<file path="config.mk">
export PLATFORM = sky130hd
export DESIGN_NAME = utf8_stream_decoder_top_flat
export DESIGN_NICKNAME = d
export VERILOG_FILES = /design/src/rtl/u8sd_pkg.sv /design/src/rtl/u8sd_in_if.sv /design/src/rtl/u8sd_out_if.sv /design/src/rtl/utf8_stream_decoder_top.sv /design/src/flat_wrapper.sv
export SDC_FILE = /design/constraint.sdc
export NUM_CORES = 1
export LEC_CHECK = 0
export BUFFER_PORTS_ARGS = -buffer_cell sky130_fd_sc_hd__buf_2
export CORE_UTILIZATION = 40
export CTS_BUF_LIST = sky130_fd_sc_hd__clkbuf_8
export CTS_CLUSTER_DIAMETER = 60
export DETAILED_ROUTE_END_ITERATION = 8
export PLACE_DENSITY = 0.74
export SETUP_SLACK_MARGIN = 0.15
export SLEW_MARGIN = 40
export SYNTH_ARGS = -nofsm -noshare
export SYNTH_HDL_FRONTEND = slang
export SYNTH_SLANG_ARGS = --single-unit
</file>
<file path="constraint.sdc">
create_clock -name clk -period 3.4 [get_ports clk]
set_clock_uncertainty 0.15 [all_clocks]
set_input_delay 0.68 -clock clk [delete_from_list [all_inputs] [get_ports clk]]
set_output_delay 0.68 -clock clk [all_outputs]
set_load 0.005 [all_outputs]
</file>
<file path="src/rtl/u8sd_pkg.sv">
// Shared types and constants for the UTF-8 stream decoder.
`default_nettype none

package u8sd_pkg;

	localparam int unsigned CpW   = 21;
	localparam int unsigned UsedW = 3;

	localparam logic [CpW-1:0] REPLACEMENT_CP = 21'h00FFFD;
	localparam logic [CpW-1:0] MIN_CP_LEN2    = 21'h000080;
	localparam logic [CpW-1:0] MIN_CP_LEN3    = 21'h000800;
	localparam logic [CpW-1:0] MIN_CP_LEN4    = 21'h010000;
	localparam logic [CpW-1:0] MAX_CP         = 21'h10FFFF;

	localparam logic [7:0] LEAD2_BASE = 8'hC0;
	localparam logic [7:0] LEAD3_BASE = 8'hE0;
	localparam logic [7:0] LEAD4_BASE = 8'hF0;
	localparam logic [7:0] LEAD_LIMIT = 8'hF5;
	localparam logic [7:0] CONT_BASE  = 8'h80;

	localparam logic [UsedW-1:0] SEQ_LEN1 = 3'd1;
	localparam logic [UsedW-1:0] SEQ_LEN2 = 3'd2;
	localparam logic [UsedW-1:0] SEQ_LEN3 = 3'd3;
	localparam logic [UsedW-1:0] SEQ_LEN4 = 3'd4;

	typedef struct packed {
		logic [CpW-1:0]   code_point;
		logic             is_valid;
		logic [UsedW-1:0] bytes_used;
		logic             run_last;
	} result_t;

endpackage

`default_nettype wire

</file>
<file path="src/rtl/u8sd_in_if.sv">
// Byte channel into the UTF-8 stream decoder.
`default_nettype none

interface u8sd_in_if;
	logic       valid;
	logic       ready;
	logic [7:0] in_byte;
	logic       stream_end;

	modport source (output valid, output in_byte, output stream_end, input ready);
	modport sink   (input valid, input in_byte, input stream_end, output ready);
endinterface

`default_nettype wire

</file>
<file path="src/rtl/u8sd_out_if.sv">
// Code point channel out of the UTF-8 stream decoder.
`default_nettype none

interface u8sd_out_if;
	logic        valid;
	logic        ready;
	logic [20:0] code_point;
	logic        is_valid;
	logic [2:0]  bytes_used;
	logic        run_last;

	modport source (output valid, output code_point, output is_valid, output bytes_used,
		output run_last, input ready);
	modport sink   (input valid, input code_point, input is_valid, input bytes_used,
		input run_last, output ready);
endinterface

`default_nettype wire

</file>
<file path="src/rtl/utf8_stream_decoder_top.sv">
// UTF-8 stream decoder: bytes in, code points with status out.
//
// The stream channel takes one raw byte per beat together with a stream_end
// flag on the last byte of a stream. The result channel returns decoded code
// points; each beat carries the scalar value (U+FFFD on any error), an
// is_valid flag, the number of stream bytes the result covers and run_last,
// which marks the final result caused by one input byte.
// The results of an accepted byte are registered and appear on the result
// channel in the next cycle. Lead and middle bytes of a sequence give no
// result unless they carry stream_end. Throughput is one byte per cycle as
// long as each byte gives at most one result and the receiver does not stall.
// A byte that breaks an open sequence gives two results, unless it opens a
// new sequence itself; the two results leave one after the other.
// The result register holds up to two results. A new byte is taken when the
// register is empty, or when it holds one result that leaves in the same
// cycle. When the receiver stalls, results wait in the register and the
// stream channel stalls with it; nothing is lost or repeated.
// Reset clears the open sequence and empties the result register.
`default_nettype none

module utf8_stream_decoder_top
	import u8sd_pkg::*;
(
	input  wire logic   clk,
	input  wire logic   arst_n,
	u8sd_in_if.sink     stream,
	u8sd_out_if.source  result
);

	// Open sequence state.
	logic [1:0]       held_q;
	logic [UsedW-1:0] exp_q;
	logic [CpW-1:0]   part_q;

	// Result register: up to two results, oldest in slot 0.
	result_t    res0_s1;
	result_t    res1_s1;
	logic [1:0] cnt_s1;

	logic accept;
	logic out_fire;

	// Decode of the byte as a fresh lead.
	logic             st_emit;
	result_t          st_res;
	logic [UsedW-1:0] st_len;
	logic [CpW-1:0]   st_bits;

	// Results of this byte and the next sequence state.
	result_t          r0;
	result_t          r1;
	logic [1:0]       n_res;
	logic [1:0]       held_d;
	logic [UsedW-1:0] exp_d;
	logic [CpW-1:0]   part_d;

	logic [UsedW-1:0] cnt_inc;
	logic [CpW-1:0]   v_cat;
	logic             is_cont;
	logic             in_rng;

	assign out_fire     = result.valid && result.ready;
	assign stream.ready = (cnt_s1 == 2'd0) || ((cnt_s1 == 2'd1) && result.ready);
	assign accept       = stream.valid && stream.ready;

	always_comb begin
		st_emit = 1'b1;
		st_len  = SEQ_LEN1;
		st_bits = '0;
		st_res  = '{code_point: REPLACEMENT_CP, is_valid: 1'b0, bytes_used: SEQ_LEN1,
			run_last: 1'b0};
		if (stream.in_byte < CONT_BASE) begin
			st_res.code_point = {13'd0, stream.in_byte};
			st_res.is_valid   = 1'b1;
		end else if (stream.in_byte < LEAD2_BASE || stream.in_byte >= LEAD_LIMIT) begin
			st_emit = 1'b1;
		end else begin
			if (stream.in_byte < LEAD3_BASE) begin
				st_len  = SEQ_LEN2;
				st_bits = {16'd0, stream.in_byte[4:0]};
			end else if (stream.in_byte < LEAD4_BASE) begin
				st_len  = SEQ_LEN3;
				st_bits = {17'd0, stream.in_byte[3:0]};
			end else begin
				st_len  = SEQ_LEN4;
				st_bits = {18'd0, stream.in_byte[2:0]};
			end
			// A lead on the last byte is cut off at once.
			st_emit = stream.stream_end;
		end
	end

	assign is_cont = (stream.in_byte[7:6] == 2'b10);
	assign cnt_inc = {1'b0, held_q} + SEQ_LEN1;
	assign v_cat   = {part_q[CpW-7:0], stream.in_byte[5:0]};

	always_comb begin
		case (exp_q)
			SEQ_LEN2: in_rng = (v_cat >= MIN_CP_LEN2);
			SEQ_LEN3: in_rng = (v_cat >= MIN_CP_LEN3);
			default:  in_rng = (v_cat >= MIN_CP_LEN4) && (v_cat <= MAX_CP);
		endcase
	end

	always_comb begin
		r0     = '{code_point: REPLACEMENT_CP, is_valid: 1'b0, bytes_used: cnt_inc,
			run_last: 1'b1};
		r1     = st_res;
		r1.run_last = 1'b1;
		n_res  = 2'd0;
		held_d = held_q;
		exp_d  = exp_q;
		part_d = part_q;
		if (held_q == 2'd0) begin
			r0 = st_res;
			r0.run_last = 1'b1;
			if (st_emit) begin
				n_res = 2'd1;
			end else begin
				n_res  = 2'd1 - 2'd1;
				held_d = 2'd1;
				exp_d  = st_len;
				part_d = st_bits;
			end
		end else if (is_cont) begin
			if (cnt_inc >= exp_q) begin
				n_res = 2'd1;
				if (in_rng) begin
					r0.code_point = v_cat;
					r0.is_valid   = 1'b1;
				end
				held_d = 2'd0;
				exp_d  = '0;
				part_d = '0;
			end else if (stream.stream_end) begin
				n_res  = 2'd1;
				held_d = 2'd0;
				exp_d  = '0;
				part_d = '0;
			end else begin
				held_d = cnt_inc[1:0];
				part_d = v_cat;
			end
		end else begin
			// Broken sequence: flush the held bytes, then decode as a lead.
			r0.bytes_used = {1'b0, held_q};
			held_d = 2'd0;
			exp_d  = '0;
			part_d = '0;
			if (st_emit) begin
				n_res       = 2'd2;
				r0.run_last = 1'b0;
			end else begin
				n_res  = 2'd1;
				held_d = 2'd1;
				exp_d  = st_len;
				part_d = st_bits;
			end
		end
	end

	always_ff @(posedge clk or negedge arst_n) begin
		if (!arst_n) begin
			held_q <= 2'd0;
			exp_q  <= '0;
			part_q <= '0;
		end else if (accept) begin
			held_q <= held_d;
			exp_q  <= exp_d;
			part_q <= part_d;
		end
	end

	always_ff @(posedge clk or negedge arst_n) begin
		if (!arst_n) begin
			cnt_s1 <= 2'd0;
		end else if (accept) begin
			cnt_s1 <= n_res;
		end else if (out_fire) begin
			cnt_s1 <= cnt_s1 - 2'd1;
		end
	end

	always_ff @(posedge clk) begin
		if (accept) begin
			res0_s1 <= r0;
			res1_s1 <= r1;
		end else if (out_fire) begin
			res0_s1 <= res1_s1;
		end
	end

	assign result.valid      = (cnt_s1 != 2'd0);
	assign result.code_point = res0_s1.code_point;
	assign result.is_valid   = res0_s1.is_valid;
	assign result.bytes_used = res0_s1.bytes_used;
	assign result.run_last   = res0_s1.run_last;

	// The result register never holds more than two results.
	a_cnt_range: assert property (@(posedge clk) disable iff (!arst_n)
		cnt_s1 != 2'd3)
		else $error("result register count out of range");

	// A lone result in the register is always the last one of its byte.
	a_lone_last: assert property (@(posedge clk) disable iff (!arst_n)
		(cnt_s1 == 2'd1) |-> res0_s1.run_last)
		else $error("single pending result lacks run_last");

	// With two results pending, only the second one closes its byte.
	a_pair_last: assert property (@(posedge clk) disable iff (!arst_n)
		(cnt_s1 == 2'd2) |-> (!res0_s1.run_last && res1_s1.run_last))
		else $error("run_last misplaced in result pair");

	// An open sequence always holds fewer bytes than its length.
	a_held_len: assert property (@(posedge clk) disable iff (!arst_n)
		(held_q != 2'd0) |-> ({1'b0, held_q} < exp_q))
		else $error("held bytes reach sequence length");

	// After one result of a pair leaves, the second one is still pending.
	a_no_drop: assert property (@(posedge clk) disable iff (!arst_n)
		(out_fire && cnt_s1 == 2'd2) |=> (cnt_s1 != 2'd0))
		else $error("second result of a pair was dropped");

endmodule

`default_nettype wire
</file>
<file path="src/flat_wrapper.sv">
// flat-port wrapper written by rule: the top's interface ports become plain ports
module utf8_stream_decoder_top_flat import u8sd_pkg::*;
  (clk, arst_n, stream_valid, stream_in_byte, stream_stream_end, stream_ready, result_valid, result_code_point, result_is_valid, result_bytes_used, result_run_last, result_ready);
  u8sd_in_if stream_i ();
  u8sd_out_if result_i ();
  input  wire logic clk;
  input  wire logic arst_n;
  input wire logic [$bits(stream_i.valid)-1:0] stream_valid;
  input wire logic [$bits(stream_i.in_byte)-1:0] stream_in_byte;
  input wire logic [$bits(stream_i.stream_end)-1:0] stream_stream_end;
  output wire logic [$bits(stream_i.ready)-1:0] stream_ready;
  output wire logic [$bits(result_i.valid)-1:0] result_valid;
  output wire logic [$bits(result_i.code_point)-1:0] result_code_point;
  output wire logic [$bits(result_i.is_valid)-1:0] result_is_valid;
  output wire logic [$bits(result_i.bytes_used)-1:0] result_bytes_used;
  output wire logic [$bits(result_i.run_last)-1:0] result_run_last;
  input wire logic [$bits(result_i.ready)-1:0] result_ready;
  assign stream_i.valid = stream_valid;
  assign stream_i.in_byte = stream_in_byte;
  assign stream_i.stream_end = stream_stream_end;
  assign stream_ready = stream_i.ready;
  assign result_valid = result_i.valid;
  assign result_code_point = result_i.code_point;
  assign result_is_valid = result_i.is_valid;
  assign result_bytes_used = result_i.bytes_used;
  assign result_run_last = result_i.run_last;
  assign result_i.ready = result_ready;
  utf8_stream_decoder_top u_core (.clk(clk), .arst_n(arst_n), .stream(stream_i), .result(result_i));
endmodule
</file>
==> results.sh <==
export IMPL_synth_top_flop_cell="edfxtp_1"
export IMPL_die_y_um=83.30
export IMPL_cp_required_ns=3.31
export IMPL_finalWorstSetupSlack_ns=0.7053
export IMPL_cts_htree_levels=3
export IMPL_yosys_warnings=0
export IMPL_p_clk_frac=0.253
export IMPL_critPathCaptureType="register"
export IMPL_hpwl_mm=3.743
export IMPL_io_pins=41
export IMPL_power_density_mw_per_mm2=759.5
export IMPL_syn_area_mm2=0.002644
export IMPL_hold_buffers=0
export IMPL_synth_common_cells="edfxtp_1 (35), dfrtp_1 (22), nand2_1 (19)"
export IMPL_rr_startpoint="u_core.held_q[0]"
export IMPL_worst_pin_slew_ns=0.8301
export IMPL_clk_insertion_delay_late_ns=0.34
export IMPL_numClockSinks=57
export IMPL_io_buffers=40
export IMPL_leakage_nw=1.300
export IMPL_hold_viol_final=0
export IMPL_dieArea_mm2=0.006939
export IMPL_drt_iter0_drc=134
export IMPL_syn_avg_cell_area_um2=12.47
export IMPL_cts_clk_slew_worst_paths_ns=0.07
export IMPL_cts_made_buffers=9
export IMPL_grt_pass1_vias=1838
export IMPL_vias=1873
export IMPL_pwr_share_seq=0.450
export IMPL_ys_seq_elements=57
export IMPL_rows=29
export IMPL_die_w_um=83.30
export IMPL_synthDistinctLibCells=48
export IMPL_ctsResizeCount=0
export IMPL_maxSlewViolCount=0
export IMPL_post_cts_repair_setup_buffers=0
export IMPL_grt_max_degree=29
export IMPL_swShare=0.3235
export IMPL_comb_power_share=0.297
export IMPL_worstPathMaxFanout=6
export IMPL_p_int_mw=1.594
export IMPL_synth_area_leaders="edfxtp_1 (40%), dfrtp_1 (21%), a22o_1 (4.6%)"
export IMPL_grt_pass1_wl_mm=9.032
export IMPL_antenna_found_initial=0
export IMPL_crit_path_start="u_core.held_q[0]"
export IMPL_synth_top_area_cell="edfxtp_1"
export IMPL_pre_cts_slack_ns=0.7094
export IMPL_relSlewSlack=0.4465
export IMPL_tns_ns=0
export IMPL_drive_above_1_share=0.2841
export IMPL_start_util=0.4164
export IMPL_num_fill_cells=557
export IMPL_routabilityCongestion=0.9546
export IMPL_utilization=0.4885
export IMPL_status="complete, no violations"
export IMPL_max_freq_mhz=371.1
export IMPL_holdWs_ns=0.1543
export IMPL_synth_cells=212
export IMPL_first_pass_iters=4
export IMPL_diodes=0
export IMPL_min_period_ns=2.695
export IMPL_finalNonFillerCells=341
export IMPL_rsz0062_at_grt="no"
export IMPL_start_kind="register"
export IMPL_drv_cap=0
export IMPL_core_mm2=0.006350
export IMPL_synth_async_sr_flop_share=0.3860
export IMPL_synth_most_common_cell="edfxtp_1"
export IMPL_setup_violations=0
export IMPL_path_class="register to register"
export IMPL_synth_nets=232
export IMPL_crit_end="u_core.result.code_point[3]"
export IMPL_switchingPower_mw=0.7622
export IMPL_tritoncts="done"
export IMPL_dp_cells=325
export IMPL_wire_per_inst_um=15.75
export IMPL_layout_worst_path_cycle_share=0.7926
export IMPL_synth_edff_count=35
export IMPL_root_buffer="clkbuf_8"
export IMPL_reg2reg_to="u_core.result.code_point[3]"
export IMPL_via_per_inst=5.493
export IMPL_synth_top_cell_area_share=0.3975
export IMPL_final_nets=279
export IMPL_irDropWorstVdd_v=0.0003551
export IMPL_overflow=0
export IMPL_rr_worst_depth=8
export IMPL_yosysSeqAreaShare=0.6058
export IMPL_areaGrowthSynthToFinish_pct=17.32
export IMPL_clockBufferDepth=2
export IMPL_postRouteAntennaNets=0
export IMPL_r2r_slack_ns=0.71
export IMPL_grtUsageTotal=0.1700
export IMPL_drcViolationCount=0
export IMPL_wirelength_mm=5.372
export IMPL_worstPathArrival_ns=2.60
export IMPL_hold_path_class="input port to asynchronous set/reset pin"
cells by family (layout without fill, tap and decap cells):
logic type / count (synthesis) / in the layout / share of synthesized area
adders and majority gates: 7 / 7 / 0.03313
DFF: 57 / 57 / 0.6058
AOI/OAI and AO/OA: 58 / 58 / 0.1732
xor gates and xnor gates: 3 / 3 / 0.009940
and+or+nand+nor: 66 / 66 / 0.1330
buffers and inverters: 20 / 72 / 0.03928
muxes: 1 / 1 / 0.005677
worst max-delay path, stage by stage, from the launching register on:
cell	delay [ns]
dfrtp_1	0.45
inv_1	0.07
ha_1	0.34
ha_1	0.29
nand2_1	0.07
o21ai_1	0.25
o211ai_2	0.16
o211ai_1	0.50
nand3_1	0.14
placed cells by master (no fill, tap or decap), types with 3 or more instances in the layout:
master,n
buf_2,40
edfxtp_1,35
dfrtp_1,22
nand2_1,19
a22o_1,14
inv_1,12
nor2_1,10
o21a_1,10
nand3_1,9
clkbuf_8,9
ha_1,7
or2_2,6
o21ai_0,6
and2_1,5
o211ai_1,4
nor3_1,4
buf_4,4
nor2b_1,3
xnor2_1,3
a21oi_1,3
o21ai_1,3
power groups by stage:
stage               registers [mW]  logic, mW  clock network (mW)
floorplan                     1.08      0.450                   0
global placement              1.07      0.678                   0
detailed placement            1.07      0.702                   0
CTS                           1.06      0.705               0.608
global route                  1.08      0.785               0.646
finish                        1.06      0.699               0.597
sequential cells by signal, summed over array words and instances (netlist names):
signal	cells
u_core.cnt_s1	2
u_core.exp_q	3
u_core.held_q	2
u_core.part_q	15
u_core.res1_s1	9
u_core.result.bytes_used	3
u_core.result.code_point	21
u_core.result.is_valid	1
u_core.result.run_last	1
area by class of cell:
| type | count | area (um2) | share of cell area |
|---|---|---|---|
| Clock inverter | 7 | 62.56 | 0.02017 |
| Clock buffer | 9 | 123.9 | 0.03994 |
| Timing Repair Buffer | 44 | 230.2 | 0.07422 |
| Sequential cell | 57 | 1602 | 0.5163 |
| Inverter | 12 | 45.04 | 0.01452 |
| Multi-Input combinational cell | 135 | 942.2 | 0.3038 |
| Tap cell | 77 | 96.34 | 0.03106 |
per-layer routing:
layer	up-vias	part of all wire	track usage
li1	887	-	-
met1	920	0.46	0.2204
met2	54	0.47	0.2571
met3	12	0.053	0.06064
met4	0	0.018	0.07367
met5	-	0	0
per-stage QoR:
| step | total power [mW] | instance area, um2 |
|---|---|---|
| floorplan | 1.525 | 2644 |
| global placement | 1.749 | 2915 |
| detailed placement | 1.775 | 2915 |
| CTS | 2.374 | 3102 |
| global route | 2.511 | 3102 |
| finish | 2.356 | 3102 |
worst min-delay path by stage:
stage                      start                           to  slack [ns]  depth (start not counted)
2_1_floorplan             arst_n             u_core.cnt_s1[0]        0.23                          0
6_report                  arst_n             u_core.cnt_s1[0]        0.15                          1
3_3_place_gp     u_core.exp_q[1]              u_core.exp_q[1]        0.37                          2
3_5_place_dp   u_core.res1_s1[5]  u_core.result.code_point[0]        0.38                          2
5_1_grt                   arst_n             u_core.cnt_s1[0]        0.17                          1
4_1_cts                   arst_n             u_core.part_q[5]        0.16                          1
Power figures use the tool's default switching activity.
